==> src/design/gpsp_pkg.sv <==
package gpsp_pkg;

  typedef enum logic [1:0] {
    REC_HEADER  = 2'd0,
    REC_SECTION = 2'd1,
    REC_VALUE   = 2'd2,
    REC_END     = 2'd3
  } rec_kind_t;

  typedef enum logic [2:0] {
    ST_OK          = 3'd0,
    ST_UNK_SECTION = 3'd1,
    ST_UNK_VERSION = 3'd2,
    ST_TRUNCATED   = 3'd3,
    ST_OVERFLOW    = 3'd4
  } status_t;

  // Compact record handed from the front to the back.
  // Header:  f0 id low, f1 id high, f2 version byte, f3 patch.
  // Section: f0 section, f1 revision.
  // Value:   f0 section, f1 revision, f2 item code, f3 raw value.
  typedef struct packed {
    rec_kind_t   kind;
    status_t     status;
    logic        eop;
    logic [7:0]  f0;
    logic [7:0]  f1;
    logic [7:0]  f2;
    logic [15:0] f3;
  } qentry_t;

  typedef struct packed {
    logic [7:0] start;
    logic [4:0] count;
  } grp_t;

  localparam int QUEUE_DEPTH = 4;
  localparam int TYPE_ROWS   = 10;
  localparam int ITEM_ROWS   = 158;
  localparam int DIV_ROWS    = 65;

  localparam logic [7:0] SECTION_LAST = 8'hB0;
  localparam logic [7:0] DIV_CODE_LO  = 8'h01;
  localparam logic [7:0] DIV_CODE_HI  = 8'h41;

  // {id low, id high}
  localparam logic [15:0] TYPE_IDS [TYPE_ROWS] = '{
    16'h0200, 16'h0300, 16'h0301, 16'h0a00, 16'h0c00,
    16'h0d04, 16'h1000, 16'h1200, 16'h2900, 16'h3700
  };

  localparam logic [6:0] ITEM_DIV [DIV_ROWS] = '{
    7'd10, 7'd10, 7'd10, 7'd10, 7'd10, 7'd10, 7'd100, 7'd10,
    7'd100, 7'd10, 7'd10, 7'd100, 7'd100, 7'd100, 7'd10, 7'd100,
    7'd10, 7'd100, 7'd10, 7'd100, 7'd10, 7'd1, 7'd10, 7'd10,
    7'd10, 7'd100, 7'd100, 7'd100, 7'd100, 7'd1, 7'd100, 7'd10,
    7'd100, 7'd10, 7'd100, 7'd1, 7'd10, 7'd10, 7'd100, 7'd1,
    7'd100, 7'd1, 7'd10, 7'd10, 7'd10, 7'd10, 7'd10, 7'd10,
    7'd10, 7'd1, 7'd100, 7'd1, 7'd1, 7'd1, 7'd10, 7'd100,
    7'd10, 7'd100, 7'd10, 7'd10, 7'd10, 7'd100, 7'd100, 7'd10,
    7'd10
  };

  localparam logic [7:0] ITEM_CODES [ITEM_ROWS] = '{
    8'h01, 8'h02, 8'h03, 8'h04, 8'h05,
    8'h01, 8'h02, 8'h03, 8'h04, 8'h05, 8'h08, 8'h09,
    8'h01, 8'h02, 8'h03, 8'h04, 8'h05, 8'h06, 8'h07,
    8'h01, 8'h02, 8'h03, 8'h05, 8'h06, 8'h07, 8'h08, 8'h09,
    8'h01, 8'h02, 8'h03, 8'h04, 8'h05, 8'hff,
    8'h01, 8'h02, 8'h03, 8'h04, 8'h05, 8'h06, 8'h07, 8'h0a,
    8'h01, 8'h02, 8'h03, 8'h04, 8'h05, 8'h06, 8'h07, 8'h08, 8'h09, 8'h0a,
    8'h01, 8'h02, 8'h03, 8'h04, 8'h05, 8'h06, 8'h07, 8'h08, 8'h09, 8'h0b,
    8'h0c, 8'h0a,
    8'h01, 8'h02, 8'h03, 8'h04, 8'h05, 8'h06, 8'h07, 8'h08, 8'h09, 8'h39,
    8'h3a, 8'h3b, 8'h3c,
    8'h0d, 8'h0e, 8'h0f, 8'h10, 8'h11,
    8'h0d, 8'h0e, 8'h0f, 8'h10, 8'h11, 8'h12, 8'h3e, 8'h14, 8'h3f,
    8'h16,
    8'h17, 8'h18, 8'h19, 8'h1a, 8'h1b,
    8'h17, 8'h18, 8'h19, 8'h1a, 8'h1b, 8'h40, 8'h41,
    8'h1c, 8'h1d,
    8'h1e, 8'h1f, 8'h20, 8'h21,
    8'h1e, 8'h1f, 8'h20, 8'h21, 8'h22,
    8'h1e, 8'h1f, 8'h20, 8'h21, 8'h22, 8'h23,
    8'h1e, 8'h1f, 8'h20, 8'h21, 8'h3d,
    8'h24, 8'h25, 8'h26, 8'h27,
    8'h24, 8'h25, 8'h26, 8'h27,
    8'h28,
    8'h28, 8'h29,
    8'h2a, 8'h2b, 8'h2c, 8'h2d, 8'h2e, 8'h2f, 8'h30,
    8'h2a, 8'h2b, 8'h2c, 8'h2d, 8'h2e, 8'h2f, 8'h30, 8'h31,
    8'h32, 8'h33,
    8'h34, 8'h35,
    8'h36, 8'h37, 8'h38
  };

  // First row and row count of each section/version group.
  function automatic grp_t group_lookup(input logic [7:0] sec, input logic [7:0] ver);
    grp_t g;
    case ({sec, ver})
      16'h0000: g = '{8'd0,   5'd5};
      16'h0001: g = '{8'd5,   5'd7};
      16'h0002: g = '{8'd12,  5'd7};
      16'h0003: g = '{8'd19,  5'd8};
      16'h0008: g = '{8'd27,  5'd6};
      16'h000a: g = '{8'd33,  5'd8};
      16'h000b: g = '{8'd41,  5'd10};
      16'h000c: g = '{8'd51,  5'd12};
      16'h0035: g = '{8'd63,  5'd13};
      16'h1000: g = '{8'd76,  5'd5};
      16'h1003: g = '{8'd81,  5'd9};
      16'h2000: g = '{8'd90,  5'd1};
      16'h3003: g = '{8'd91,  5'd5};
      16'h3007: g = '{8'd96,  5'd7};
      16'h4000: g = '{8'd103, 5'd2};
      16'h5000: g = '{8'd105, 5'd4};
      16'h5001: g = '{8'd109, 5'd5};
      16'h5008: g = '{8'd114, 5'd6};
      16'h5011: g = '{8'd120, 5'd5};
      16'h6000: g = '{8'd125, 5'd4};
      16'h6004: g = '{8'd129, 5'd4};
      16'h7000: g = '{8'd133, 5'd1};
      16'h7002: g = '{8'd134, 5'd2};
      16'h8000: g = '{8'd136, 5'd7};
      16'h8001: g = '{8'd143, 5'd8};
      16'h9000: g = '{8'd151, 5'd2};
      16'ha002: g = '{8'd153, 5'd2};
      16'hb000: g = '{8'd155, 5'd3};
      default:  g = '{8'd0,   5'd0};
    endcase
    return g;
  endfunction

  function automatic logic [7:0] item_code_of(input logic [7:0] idx);
    logic [7:0] code;
    code = 8'hff;
    if (idx < 8'(ITEM_ROWS)) begin
      code = ITEM_CODES[idx];
    end
    return code;
  endfunction

  function automatic logic [6:0] divider_of(input logic [7:0] code);
    logic [7:0] off;
    logic [6:0] d;
    off = code - DIV_CODE_LO;
    d = 7'd1;
    if (code >= DIV_CODE_LO && code <= DIV_CODE_HI) begin
      d = ITEM_DIV[off[6:0]];
    end
    return d;
  endfunction

endpackage

==> src/design/gpsp_front.sv <==
module gpsp_front import gpsp_pkg::*; #(
  parameter int MAX_PROFILE_BYTES = 256,
  parameter int ITEM_TABLE_DEPTH  = 158
) (
  input  logic       clk,
  input  logic       rst_n,
  input  logic       in_tvalid,
  output logic       in_tready,
  input  logic [7:0] in_tdata,
  input  logic       in_tuser,
  input  logic       in_tlast,
  input  logic       q_full,
  output logic       q_push,
  output qentry_t    q_entry
);

  localparam int PW = $clog2(MAX_PROFILE_BYTES + 1);
  localparam logic [PW-1:0] POS_LIMIT = PW'(MAX_PROFILE_BYTES);
  localparam logic [8:0]    DEPTH9    = 9'(ITEM_TABLE_DEPTH);

  typedef enum logic [2:0] {
    PH_H0, PH_H1, PH_H2, PH_H3, PH_SEC, PH_VER, PH_VHI, PH_VLO
  } phase_t;

  phase_t        phase_r, phase_nxt;
  logic [PW-1:0] pos_r, pos_nxt, pos_cur;
  logic [7:0]    idl_r, idl_nxt, idh_r, idh_nxt, vh_r, vh_nxt;
  logic [7:0]    sec_r, sec_nxt, rev_r, rev_nxt;
  logic [4:0]    items_r, items_nxt;
  logic [7:0]    tp_r, tp_nxt, vhb_r, vhb_nxt;
  logic          stopped_r, stopped_nxt;

  logic          accept, emit, fail;
  status_t       fail_st;
  qentry_t       ent;
  grp_t          grp;
  logic [8:0]    room;
  logic [4:0]    cnt_eff;
  logic [7:0]    code;

  assign in_tready = !q_full;
  assign accept    = in_tvalid && in_tready;

  // Group lookup, clipped to the rows the item table holds.
  always_comb begin
    grp  = group_lookup(sec_r, in_tdata);
    room = DEPTH9 - {1'b0, grp.start};
    if ({1'b0, grp.start} >= DEPTH9) begin
      cnt_eff = 5'd0;
    end else if ({4'b0, grp.count} > room) begin
      cnt_eff = room[4:0];
    end else begin
      cnt_eff = grp.count;
    end
  end

  assign code = item_code_of(tp_r);

  always_comb begin
    phase_nxt   = phase_r;
    pos_nxt     = pos_r;
    idl_nxt     = idl_r;
    idh_nxt     = idh_r;
    vh_nxt      = vh_r;
    sec_nxt     = sec_r;
    rev_nxt     = rev_r;
    items_nxt   = items_r;
    tp_nxt      = tp_r;
    vhb_nxt     = vhb_r;
    stopped_nxt = stopped_r;
    pos_cur     = pos_r;
    emit        = 1'b0;
    fail        = 1'b0;
    fail_st     = ST_OK;
    ent         = '0;

    if (accept) begin
      if (in_tuser) begin
        phase_nxt   = PH_H0;
        pos_nxt     = '0;
        idl_nxt     = '0;
        idh_nxt     = '0;
        vh_nxt      = '0;
        sec_nxt     = '0;
        rev_nxt     = '0;
        items_nxt   = '0;
        tp_nxt      = '0;
        vhb_nxt     = '0;
        stopped_nxt = 1'b0;
      end
      if (!stopped_nxt) begin
        pos_cur = pos_nxt;
        pos_nxt = pos_cur + PW'(1);
        if (pos_cur >= POS_LIMIT) begin
          fail    = 1'b1;
          fail_st = ST_OVERFLOW;
        end else begin
          case (phase_nxt)
            PH_H0: begin
              idl_nxt   = in_tdata;
              phase_nxt = PH_H1;
              fail      = in_tlast;
              fail_st   = ST_TRUNCATED;
            end
            PH_H1: begin
              idh_nxt   = in_tdata;
              phase_nxt = PH_H2;
              fail      = in_tlast;
              fail_st   = ST_TRUNCATED;
            end
            PH_H2: begin
              vh_nxt    = in_tdata;
              phase_nxt = PH_H3;
              fail      = in_tlast;
              fail_st   = ST_TRUNCATED;
            end
            PH_H3: begin
              phase_nxt   = PH_SEC;
              emit        = 1'b1;
              ent.kind    = REC_HEADER;
              ent.f0      = idl_r;
              ent.f1      = idh_r;
              ent.f2      = vh_r;
              ent.f3      = {8'h00, in_tdata};
              ent.eop     = in_tlast;
              stopped_nxt = in_tlast;
            end
            PH_SEC: begin
              sec_nxt   = in_tdata;
              rev_nxt   = '0;
              phase_nxt = PH_VER;
              if (in_tdata[3:0] != 4'h0 || in_tdata > SECTION_LAST) begin
                fail    = 1'b1;
                fail_st = ST_UNK_SECTION;
              end else begin
                fail    = in_tlast;
                fail_st = ST_TRUNCATED;
              end
            end
            PH_VER: begin
              rev_nxt = in_tdata;
              if (cnt_eff == 5'd0) begin
                fail    = 1'b1;
                fail_st = ST_UNK_VERSION;
              end else begin
                items_nxt = cnt_eff;
                tp_nxt    = grp.start;
                phase_nxt = PH_VHI;
                if (in_tlast) begin
                  fail    = 1'b1;
                  fail_st = ST_TRUNCATED;
                end else begin
                  emit     = 1'b1;
                  ent.kind = REC_SECTION;
                  ent.f0   = sec_r;
                  ent.f1   = in_tdata;
                end
              end
            end
            PH_VHI: begin
              vhb_nxt   = in_tdata;
              phase_nxt = PH_VLO;
              fail      = in_tlast;
              fail_st   = ST_TRUNCATED;
            end
            PH_VLO: begin
              items_nxt = items_r - 5'd1;
              tp_nxt    = tp_r + 8'd1;
              phase_nxt = (items_nxt != 5'd0) ? PH_VHI : PH_SEC;
              if (in_tlast && items_nxt != 5'd0) begin
                fail    = 1'b1;
                fail_st = ST_TRUNCATED;
              end else begin
                emit        = 1'b1;
                ent.kind    = REC_VALUE;
                ent.f0      = sec_r;
                ent.f1      = rev_r;
                ent.f2      = code;
                ent.f3      = {vhb_r, in_tdata};
                ent.eop     = in_tlast;
                stopped_nxt = in_tlast;
              end
            end
            default: begin
              phase_nxt = PH_H0;
            end
          endcase
        end
        // Error record carries the section fields as updated by this byte.
        if (fail) begin
          stopped_nxt = 1'b1;
          emit        = 1'b1;
          ent         = '0;
          ent.kind    = REC_END;
          ent.status  = fail_st;
          ent.eop     = 1'b1;
          ent.f0      = sec_nxt;
          ent.f1      = rev_nxt;
        end
      end
    end
  end

  assign q_push  = emit;
  assign q_entry = ent;

  always_ff @(posedge clk) begin
    if (!rst_n) begin
      phase_r   <= PH_H0;
      pos_r     <= '0;
      idl_r     <= '0;
      idh_r     <= '0;
      vh_r      <= '0;
      sec_r     <= '0;
      rev_r     <= '0;
      items_r   <= '0;
      tp_r      <= '0;
      vhb_r     <= '0;
      stopped_r <= 1'b0;
    end else begin
      phase_r   <= phase_nxt;
      pos_r     <= pos_nxt;
      idl_r     <= idl_nxt;
      idh_r     <= idh_nxt;
      vh_r      <= vh_nxt;
      sec_r     <= sec_nxt;
      rev_r     <= rev_nxt;
      items_r   <= items_nxt;
      tp_r      <= tp_nxt;
      vhb_r     <= vhb_nxt;
      stopped_r <= stopped_nxt;
    end
  end

endmodule

==> src/design/gpsp_queue.sv <==
module gpsp_queue import gpsp_pkg::*; (
  input  logic    clk,
  input  logic    rst_n,
  input  logic    push,
  input  qentry_t push_data,
  output logic    full,
  input  logic    pop,
  output logic    valid,
  output qentry_t pop_data
);

  localparam int AW = $clog2(QUEUE_DEPTH);
  localparam int CW = $clog2(QUEUE_DEPTH + 1);

  qentry_t       mem_r [QUEUE_DEPTH];
  logic [AW-1:0] wr_ptr_r, rd_ptr_r;
  logic [CW-1:0] count_r, count_nxt;

  assign full     = (count_r == CW'(QUEUE_DEPTH));
  assign valid    = (count_r != '0);
  assign pop_data = mem_r[rd_ptr_r];

  always_comb begin
    count_nxt = count_r;
    if (push && !pop) begin
      count_nxt = count_r + CW'(1);
    end else if (pop && !push) begin
      count_nxt = count_r - CW'(1);
    end
  end

  always_ff @(posedge clk) begin
    if (push) begin
      mem_r[wr_ptr_r] <= push_data;
    end
  end

  always_ff @(posedge clk) begin
    if (!rst_n) begin
      wr_ptr_r <= '0;
      rd_ptr_r <= '0;
      count_r  <= '0;
    end else begin
      if (push) begin
        wr_ptr_r <= wr_ptr_r + AW'(1);
      end
      if (pop) begin
        rd_ptr_r <= rd_ptr_r + AW'(1);
      end
      count_r <= count_nxt;
    end
  end

endmodule

==> src/design/gpsp_back.sv <==
module gpsp_back import gpsp_pkg::*; #(
  parameter int PROFILE_TYPES = 10
) (
  input  logic        clk,
  input  logic        rst_n,
  input  logic        q_valid,
  input  qentry_t     q_entry,
  output logic        q_pop,
  output logic        out_tvalid,
  input  logic        out_tready,
  output logic [71:0] out_tdata,
  output logic [1:0]  out_tuser,
  output logic        out_tlast
);

  localparam logic [3:0] TYPE_UNKNOWN = 4'(PROFILE_TYPES);

  logic        valid_r;
  logic [71:0] data_r, data_nxt;
  logic [1:0]  user_r;
  logic        last_r;

  logic [3:0]  ptype;
  logic [3:0]  vmaj, vmin;
  logic [7:0]  vpatch, sec, rev, icode;
  logic [15:0] raw;
  logic [6:0]  div;

  assign q_pop = q_valid && (!valid_r || out_tready);

  // Lowest matching row wins.
  always_comb begin
    ptype = TYPE_UNKNOWN;
    for (int i = TYPE_ROWS - 1; i >= 0; i--) begin
      if (i < PROFILE_TYPES && TYPE_IDS[i] == {q_entry.f0, q_entry.f1}) begin
        ptype = 4'(i);
      end
    end
  end

  always_comb begin
    vmaj   = '0;
    vmin   = '0;
    vpatch = '0;
    sec    = q_entry.f0;
    rev    = q_entry.f1;
    icode  = '0;
    raw    = '0;
    div    = '0;
    case (q_entry.kind)
      REC_HEADER: begin
        vmaj   = q_entry.f2[7:4];
        vmin   = q_entry.f2[3:0];
        vpatch = q_entry.f3[7:0];
        sec    = '0;
        rev    = '0;
      end
      REC_VALUE: begin
        icode = q_entry.f2;
        raw   = q_entry.f3;
        div   = divider_of(q_entry.f2);
      end
      default: begin
        icode = '0;
      end
    endcase
    data_nxt = {2'b00, q_entry.status, div, raw, icode, rev, sec, vpatch, vmin, vmaj,
                (q_entry.kind == REC_HEADER) ? ptype : 4'h0};
  end

  always_ff @(posedge clk) begin
    if (!rst_n) begin
      valid_r <= 1'b0;
    end else if (q_pop) begin
      valid_r <= 1'b1;
    end else if (out_tready) begin
      valid_r <= 1'b0;
    end
  end

  always_ff @(posedge clk) begin
    if (q_pop) begin
      data_r <= data_nxt;
      user_r <= q_entry.kind;
      last_r <= q_entry.eop;
    end
  end

  assign out_tvalid = valid_r;
  assign out_tdata  = data_r;
  assign out_tuser  = user_r;
  assign out_tlast  = last_r;

endmodule

==> src/design/grid_profile_section_parser.sv <==
// Channel  Dir  tdata                         tuser             tlast
// in_      in   payload byte                  first of profile  last of profile
// out_     out  record fields (see port)      record kind       end of profile
//
// One byte is taken every cycle while the queue is not full; the rate is
// set by the front state update, which handles a byte, its group or item
// lookup and its counters in one pass. A record enters the queue at the
// edge that accepts its byte and raises out_tvalid once the back pops it.
// Reset is synchronous, active low; there is no clearing pass.
// A four-entry queue decouples the parser from the output register; in_tready
// drops only while that queue is full.
module grid_profile_section_parser import gpsp_pkg::*; #(
  parameter int MAX_PROFILE_BYTES = 256,
  parameter int ITEM_TABLE_DEPTH  = 158,
  parameter int PROFILE_TYPES     = 10
) (
  input  logic        clk,
  input  logic        rst_n,
  input  logic        in_tvalid,
  output logic        in_tready,
  input  logic [7:0]  in_tdata,   // [7:0] payload_byte
  input  logic        in_tuser,   // [0] first_of_profile
  input  logic        in_tlast,
  output logic        out_tvalid,
  input  logic        out_tready,
  // [3:0] profile_type, [7:4] version_major, [11:8] version_minor,
  // [19:12] version_patch, [27:20] section_code, [35:28] section_revision,
  // [43:36] item_code, [59:44] raw_value, [66:60] divider, [69:67] status,
  // [71:70] zero
  output logic [71:0] out_tdata,
  output logic [1:0]  out_tuser,  // [1:0] record_kind
  output logic        out_tlast
);

  logic    q_push, q_full, q_pop, q_valid;
  qentry_t q_in, q_out;

  gpsp_front #(
    .MAX_PROFILE_BYTES (MAX_PROFILE_BYTES),
    .ITEM_TABLE_DEPTH  (ITEM_TABLE_DEPTH)
  ) u_front (
    .clk       (clk),
    .rst_n     (rst_n),
    .in_tvalid (in_tvalid),
    .in_tready (in_tready),
    .in_tdata  (in_tdata),
    .in_tuser  (in_tuser),
    .in_tlast  (in_tlast),
    .q_full    (q_full),
    .q_push    (q_push),
    .q_entry   (q_in)
  );

  gpsp_queue u_queue (
    .clk       (clk),
    .rst_n     (rst_n),
    .push      (q_push),
    .push_data (q_in),
    .full      (q_full),
    .pop       (q_pop),
    .valid     (q_valid),
    .pop_data  (q_out)
  );

  gpsp_back #(
    .PROFILE_TYPES (PROFILE_TYPES)
  ) u_back (
    .clk        (clk),
    .rst_n      (rst_n),
    .q_valid    (q_valid),
    .q_entry    (q_out),
    .q_pop      (q_pop),
    .out_tvalid (out_tvalid),
    .out_tready (out_tready),
    .out_tdata  (out_tdata),
    .out_tuser  (out_tuser),
    .out_tlast  (out_tlast)
  );

  a_no_push_when_full: assert property (@(posedge clk) disable iff (!rst_n)
    !(q_push && q_full))
    else $error("record pushed into a full queue");

  a_status_only_on_end: assert property (@(posedge clk) disable iff (!rst_n)
    out_tvalid && out_tuser != REC_END |-> out_tdata[69:67] == ST_OK)
    else $error("error status on a non-end record");

  a_section_not_last: assert property (@(posedge clk) disable iff (!rst_n)
    out_tvalid && out_tuser == REC_SECTION |-> !out_tlast)
    else $error("section start closes the profile");

  a_end_is_last: assert property (@(posedge clk) disable iff (!rst_n)
    out_tvalid && out_tuser == REC_END |-> out_tlast)
    else $error("end record without end of profile");

endmodule

==> config.mk <==
export PLATFORM = sky130hd
export DESIGN_NAME = grid_profile_section_parser
export DESIGN_NICKNAME = d
export VERILOG_FILES = /design/src/design/gpsp_pkg.sv /design/src/design/gpsp_front.sv /design/src/design/gpsp_queue.sv /design/src/design/gpsp_back.sv /design/src/design/grid_profile_section_parser.sv
export SDC_FILE = /design/constraint.sdc
export NUM_CORES = 1
export LEC_CHECK = 0
export CAP_MARGIN = 10
export CORE_MARGIN = 3
export CORE_UTILIZATION = 39
export DETAILED_ROUTE_END_ITERATION = 8
export DONT_BUFFER_PORTS = 1
export GPL_TIMING_DRIVEN = 1
export PLACE_DENSITY = 0.66
export SLEW_MARGIN = 30
export SYNTH_ARGS = -nofsm -noshare
export SYNTH_HDL_FRONTEND = slang
export SYNTH_HIERARCHICAL = 1
export SYNTH_SLANG_ARGS = --single-unit
==> constraint.sdc <==
create_clock -name clk -period 5.3 [get_ports clk]
set_input_delay 0.795 -clock clk [delete_from_list [all_inputs] [get_ports clk]]
set_output_delay 0.795 -clock clk [all_outputs]
set_load 0.1 [all_outputs]
==> impl_summary.md, run 1 <==
Status
The run finished with clean final reports.

STA
The final critical-path required period is 4.643 ns. Setup violations remaining at the end of the flow were counted as 0. The worst slack on hold paths is 0.3781 ns.

The fmax is 0.2154 GHz. For the final database, setup skew stands at 0.02121 ns. Setup repair after global routing left no endpoint under its margin. The worst slew slack as a fraction of its limit is 0.3135.

The final number of hold-violating endpoints was 0. Of the available clock period, the critical path in the final layout requires 0.8760. The count of final max-slew check failures is 0.

At the pin with the least slew margin, the transition time is 1.032 ns. After routing, the total negative slack on setup checks comes to 0 ns.

Synth
The number of synthesized flops with an enable pin is 253. Dividing the synthesized area by the synthesized cell count gives 11.15 sq um. The count of cell types in the netlist is 97. The most used flip-flop cell after synthesis is edfxtp_1. Synthesis produced 1603 cells. The share of the Yosys chip area taken by registers is 0.5193. The synthesized netlist occupies a cell area of 0.01787 sq mm. In the synthesized netlist the async set-or-reset flop fraction comes to 0.

Yosys printed 6 warnings. The number of register bits inferred by synthesis is 337.

Die
After floorplanning, the core was sized to cover 0.04470 sq mm. The cell row count is 77. Measured along the y axis, the die boundary spans 220.0 microns. The die is 220.0 microns wide.

The die area is 0.04842 sq mm. The initial utilization of the core area, before any placement, comes to 0.3997. During I/O placement, the number of pins put on the boundary was 91.

Drt
Before antenna repair, the detailed router went through 6 iterations. The remaining antenna violation count is 0. In the routed design, unresolved DRC markers number 0.

After detailed routing, the average wire length per cell comes to 22.05 microns. The total detailed-routing wirelength is 48020 microns. The number of DRC violations after detailed-routing iteration 0 is 1524. In the routed layout, each cell is associated on average with a via count of 6.059. The overall via count from detail_route is 13200.

Cells and area
The multi-input logic area is 0.007853 sq mm. The net count of the finished layout is 1607. The fraction of layout instances using a drive strength above 1 is 0.1180. The register cell area after layout is 0.009281 sq mm. The number of filler instances in the final layout is 4099. The register with the most flip-flops in the layout has 184 of them.

The finished layout holds 2178 standard cells, fillers aside. Compared with the post-synthesis result, the final layout area differs by 9.608%. u_queue/mem_r holds more flip-flops than any other register.

Worst setup path
The register-to-register path setup slack is 0.66 ns. The worst register-to-register path has a depth of 14. The startpoint of the worst-slack reg-to-reg timing path is u_front/sec_r[7].

The type of destination of the critical path is a register. The worst endpoint data arrival time is 5.12 ns. STA puts the critical path data required time at 5.78 ns. The largest driver fanout on the critical path is 17. The worst register-to-register path ends at u_queue/count_r[2]. The critical path class is reg2reg. STA classifies the critical path startpoint as a register.

Power and ir drop
The share of total power dissipated in combinational logic is 0.201. The share of total power dissipated in sequential elements is 0.547. The design draws 10.14 mW.

The switching power is 4.506 mW. The switching part of the total power is 0.4444. The total internal power is 5.633 mW. Power spread over the standard cell area amounts to 517.7 mW/mm^2.

The part of the power in the clock network is 0.253. Summed over all cells, the static leakage comes to 6.522 nW. IR analysis of the VDD net gives a maximum drop of 0.4887 mV.

Clock network
For this design, the CTS-stage hold fixing added 0 buffers. After clock tree synthesis, the setup repair step added 0 buffers. In this run the clock root is driven by a clkbuf_16. The number of clock buffers added by TritonCTS is 37. The clock transition at the registers of the reported paths is 0.06 ns. The H-tree level count is 2.

The clock sink total is 337. The clock tree from TritonCTS is built. The number of gates given a new drive strength after cts is 0. The worst-case clock buffer depth is 3. The clock latency on the worst-skew pair is 0.55 ns.

Worst hold path
Along the worst hold path, the cell count comes to 1. The worst hold endpoint is u_queue/count_r[0]. In this run the most critical hold path is launched from rst_n. The path class of the lowest-slack min-delay path is in2reg.

Global routing
The first-pass GRT wire length is 75430 microns. The number of antenna violations at the first check in global routing is 0. The number of global-route vias before repair is 12640.

The all-layer global routing usage is 0.1977. The global route total overflow is 0. The largest net degree at the start of global routing is 72.

Place
The count of input and output buffers is 0. The placer's final routability congestion estimate is 0.9317. The wire-length estimate of the detail-placed layout is 32200 microns. In this run, placement finished with an instance count of 2110.

Run
Max-cap violations in this run came to 0.
## power groups by stage
stage	Clock, mW	Combinational [mW]	Sequential, mW
final	2.56	2.03	5.54
after global routing	2.74	2.22	5.59
after CTS	2.63	2.04	5.56
after detailed placement	0	2.03	5.61
after global placement	0	2.00	5.60
after floorplan	0	1.59	5.56
## stage by stage
| step | setup WS [ns] | util | cell area [sq um] |
|---|---|---|---|
| 3_3_place_gp | 0.6385 | 0.4103 | 18340 |
| 2_1_floorplan | 0.8013 | - | 17880 |
| 4_1_cts | 0.7129 | 0.4379 | 19570 |
| 6_report | 0.6573 | 0.4381 | 19580 |
| 3_5_place_dp | 0.6630 | 0.4104 | 18350 |
| 5_1_grt | 0.4228 | 0.4380 | 19580 |
## layout make-up
class                           count  area share
Timing Repair Buffer               41     0.01795
Multi-Input combinational cell   1107      0.4010
Tap cell                          592     0.03782
Inverter                           33    0.006453
Sequential cell                   337      0.4739
Antenna cell                        1   0.0001278
Clock buffer                       47     0.05022
Clock inverter                     20     0.01252
## logic make-up (layout without fill, tap and decap cells)
| kind of cell | after synthesis | after routing | share of synthesized area |
|---|---|---|---|
| other | 1 | 4 | 0.0002099 |
| adders and majority gates | 37 | 37 | 0.02619 |
| and+or+nand+nor | 592 | 592 | 0.1816 |
| DFF | 337 | 337 | 0.5193 |
| AOI/OAI and AO/OA | 394 | 394 | 0.1509 |
| buffers and inverters | 161 | 141 | 0.04342 |
| xor gates and xnor gates | 20 | 20 | 0.009804 |
| muxes | 61 | 61 | 0.06856 |
## cell usage in the layout (no fill, tap or decap), types with 41 or more instances in the layout
master	instances
nand2_1	127
nand3_1	44
mux4_2	41
edfxtp_1	253
a21oi_1	92
nor2_1	118
dfxtp_1	82
o21ai_0	66
nor2b_1	44
and2_1	57
## how the worst max path moves through the flow
stage,start,endpoint,slack (ns),cells after the start
6_report,u_front/sec_r[7],u_queue/count_r[2],0.66,14
5_1_grt,u_front/sec_r[6],u_queue/count_r[2],0.42,14
4_1_cts,u_front/sec_r[7],u_queue/count_r[2],0.71,14
3_5_place_dp,in_tdata[6],u_queue/count_r[2],0.66,15
3_3_place_gp,in_tdata[5],u_queue/count_r[2],0.64,14
2_1_floorplan,in_tdata[2],u_queue/mem_r[0][0],0.80,11
## worst max-delay path: stages (launching register included)
cell and delay [ns]:
dfxtp_1 0.73, nor4bb_1 0.26, and4_1 0.33, a211o_4 0.32
nor4_4 0.35, and2_4 0.25, a211o_4 0.23, nor2_1 0.10
a21oi_1 0.60, ha_1 0.30, inv_1 0.06, fa_1 0.38
xor2_1 0.18, or3_1 0.30, a21boi_0 0.16
## metal layers
metal	track usage	share of wire	vias up
li1	-	-	6026
met5	0	0	-
met4	0.06675	0.029	0
met3	0.02551	0.063	76
met2	0.3192	0.47	558
met1	0.2760	0.44	6537
## cell usage after synthesis, types with 10 or more instances
master,n,area share
o21ai_0,66,0.018
xnor2_1,11,0.0054
a22oi_1,23,0.0097
or3_1,12,0.0042
clkbuf_1,81,0.017
nand2b_1,19,0.0067
nor2_1,119,0.025
edfxtp_1,253,0.43
mux4_2,41,0.052
inv_1,31,0.0065
nor4_1,15,0.0053
dfxtp_1,84,0.094
nand3_1,44,0.012
nor3_1,34,0.0095
nor3b_1,20,0.0084
buf_2,21,0.0059
a21o_1,12,0.0050
and2_1,61,0.021
o211ai_1,22,0.0092
a311oi_1,15,0.0074
a21oi_1,94,0.026
o221ai_1,10,0.0049
mux2i_1,11,0.0062
o22ai_1,10,0.0035
nand4_1,11,0.0039
and3_1,18,0.0063
nand2_1,127,0.027
a211oi_1,28,0.012
ha_1,35,0.025
a31oi_1,23,0.0081
nor2b_1,46,0.016
(Power assumes the default switching activity.)
==> run 2: changes to the inputs <==
--- a/config.mk
+++ b/config.mk
@@ -8,6 +8,7 @@
 export CAP_MARGIN = 10
 export CORE_MARGIN = 3
 export CORE_UTILIZATION = 39
+export CTS_BUF_LIST = sky130_fd_sc_hd__clkbuf_16
 export DETAILED_ROUTE_END_ITERATION = 8
 export DONT_BUFFER_PORTS = 1
 export GPL_TIMING_DRIVEN = 1
==> run 2 against run 1 <==
Via count up 0.17%. Setup slack worse by 0.022 ns. Critical path type unchanged. Clock power down 2%. Global-route usage about the same. Final area down 0.11%.
==> impl_summary.md, run 2 (synthesis results as in run 1) <==
Clock network
The clock transition at the registers of the reported paths is 0.06 ns (about the same). The number of hold-repair buffers added at the cts stage is 0 (unchanged). The root buffer cell chosen for the clock tree is clkbuf_16. The number of buffers inserted by post-CTS setup repair was 0 (unchanged). The H-tree level count came to 2 (unchanged). TritonCTS built the clock tree. The clock latency on the worst-skew pair is 0.56 ns (about the same). The number of buffers added by the clock tree synthesis step is 37 (unchanged). The worst-case clock buffer depth is 3 (unchanged).

The number of gates given a new drive strength after cts is 0 (unchanged). The clock sink total is 337 (unchanged).

Cells and area
Counting flops per register, the top entry is u_queue/mem_r. The fraction of layout instances using a drive strength above 1 came to 0.1174 (-0.0006309). The antenna diode count came to 0 (-1). The number of non-filler instances in the completed layout was 2177 (-0.046%).

The area growth from synthesis to layout is 9.482%. The post-layout net count is 1607 (unchanged). The number of filler instances in the final layout came to 4101 (+0.049%). In the layout the commonest cells are edfxtp_1 (253), nand2_1 (127), nor2_1 (118). The final design area excluding fillers is 0.01956 sq mm (-0.11%).

Leaving out fill and tap cells, the most frequent cell in the layout is edfxtp_1. The number of flip-flops under the largest register name is 184 (unchanged).

Worst hold path
In this run the most critical hold path is launched from rst_n. In this run the worst hold path is classified as in2reg.

STA
The worst clock skew on the final layout was 0.02299 ns (+0.001785 ns). The part of the cycle the worst path needs is 0.8802 (+0.004222). The final number of hold-violating endpoints came to 0 (unchanged).

The final critical-path required period was 4.665 ns (+0.02237 ns). The slew at the pin with the worst max-slew slack is 1.032 ns (-0.0001145 ns). The count of final setup violators was 0 (unchanged). The fmax was 0.2144 GHz (-0.48%). The count of final max-slew check failures is 0 (unchanged). Setup repair after global routing left no endpoint under its margin. The final sum of negative setup slack was 0 ns (unchanged).

The worst slew slack as a fraction of its limit is 0.3136 (about the same).

Worst setup path
The type of destination of the critical path is a register. The worst endpoint data arrival time is 5.14 ns (+0.02 ns). The endpoint required time on the critical path is 5.78 ns (about the same). The largest driver fanout on the critical path came to 17 (unchanged).

The startpoint of the worst-slack reg-to-reg timing path is u_front/sec_r[7]. The kind of start point of the critical path is a register. The critical path class is reg2reg.

The register-to-register path setup slack was 0.63 ns (-0.02 ns). Tracing the worst setup path back leads to its startpoint at u_front/sec_r[7].

Global routing
The all-layer global routing usage came to 0.1977 (about the same). The first-pass GRT wire length is 75420 microns (about the same). The number of antenna violations at the first check in global routing came to 0 (unchanged). The largest net degree at the start of global routing is 72 (unchanged). The number of global-route vias before repair is 12640 (-0.032%). The global route total overflow is 0 (unchanged).

Die
The count of boundary I/O pins is 91 (unchanged). The area of the placeable core is 0.04470 sq mm (unchanged). The chip height is 220.0 microns (unchanged).

The starting density of the core was 0.3997 (unchanged). The die area is 0.04842 sq mm (unchanged). The cell row count is 77 (unchanged). The die width is 220.0 microns (unchanged).

Place
The count of placed standard cells including taps is 2110 (unchanged). The placer's final routability congestion estimate came to 0.9317 (unchanged). The count of input and output buffers is 0 (unchanged).

The placed wire-length estimate after detailed placement is 32200 microns (unchanged). The post-detailed-placement cell area was 0.01835 sq mm (unchanged).

Run
The number of max-cap violations is 0 (unchanged).

Drt
The via density per instance is 6.072 (+0.21%). The detailed-route wire length per cell was 22.07 microns (+0.13%). The overall via count from detail_route is 13220 (+0.17%). The number of DRC violations after detailed-routing iteration 0 came to 1687 (+11%). The remaining antenna violation count is 0 (unchanged). The total detailed-routing wirelength was 48060 microns (about the same). The residual DRC count is 0 (unchanged). The first-pass iteration count of the detailed router is 6 (unchanged).

Status
The flow ran to the end, and the final reports show no timing, DRC or antenna violations.

Power and ir drop
The maximum vdd drop is 0.4887 mV (about the same). The power density of the placed cells is 515.9 mW/mm^2 (-0.35%). The static leakage is 6.547 nW (+0.38%).
-- run 2: cell count changes in the layout (fill, tap and decap cells not counted) --
cell      delta
clkinv_1     +1
inv_2        +1
inv_1        +8
diode_2      -1
clkbuf_1     -8
clkbuf_8     -2
-- run 2: report_power, final --
group	internal [mW]	switching [mW]	total [mW]
clock	1.45	1.07	2.52
sequential	3.40	2.15	5.54
combinational	0.746	1.28	2.03
-- run 2: routing by layer --
layer	vias to the layer above	wire length [microns]	GRT usage
met2	560	22600	0.3194
met3	73	2976	0.02551
met5	-	0	0
li1	6029	-	-
met1	6557	21080	0.2760
met4	0	1398	0.06675
-- run 2: area by class of cell --
type | count | area (sq um) | area share
clock inverters | 30 | 282.8 | 0.01446
clock buffers | 37 | 925.9 | 0.04733
inverters | 33 | 126.4 | 0.006460
repair buffers | 41 | 351.6 | 0.01797
well taps | 592 | 740.7 | 0.03787
multi-input cells | 1107 | 7853 | 0.4014
flip-flops and latches | 337 | 9281 | 0.4745
-- run 2: stage by stage --
stage / utilization / hold slack, ns / setup slack [ns] / total power [mW]
floorplan: - / 0.4357 / 0.8013 / 7.144
global placement: 0.4103 / 0.4446 / 0.6385 / 7.607
detailed placement: 0.4104 / 0.4554 / 0.6630 / 7.633
CTS: 0.4374 / 0.3446 / 0.7129 / 10.19
global route: 0.4376 / 0.3741 / 0.4228 / 10.51
finish: 0.4376 / 0.3756 / 0.6349 / 10.09
-- run 2: worst max-delay path: stages (launching register included) --
cell and delay (ns):
dfxtp_1 0.74, nor4bb_1 0.27, and4_1 0.33, a211o_4 0.32, nor4_4 0.35, and2_4 0.25
a211o_4 0.23, nor2_1 0.10, a21oi_1 0.61, ha_1 0.30, inv_1 0.06, fa_1 0.38
xor2_1 0.18, or3_1 0.30, a21boi_0 0.16
-- run 2: path summary, 6_finish.rpt --
path	endpoint	cells past startpoint
worst max-delay path	u_queue/count_r[2]	14
worst min-delay path	u_back/out_tvalid	1
worst max register to register	u_queue/count_r[2]	14
worst min register to register	u_front/idh_r[3]	2
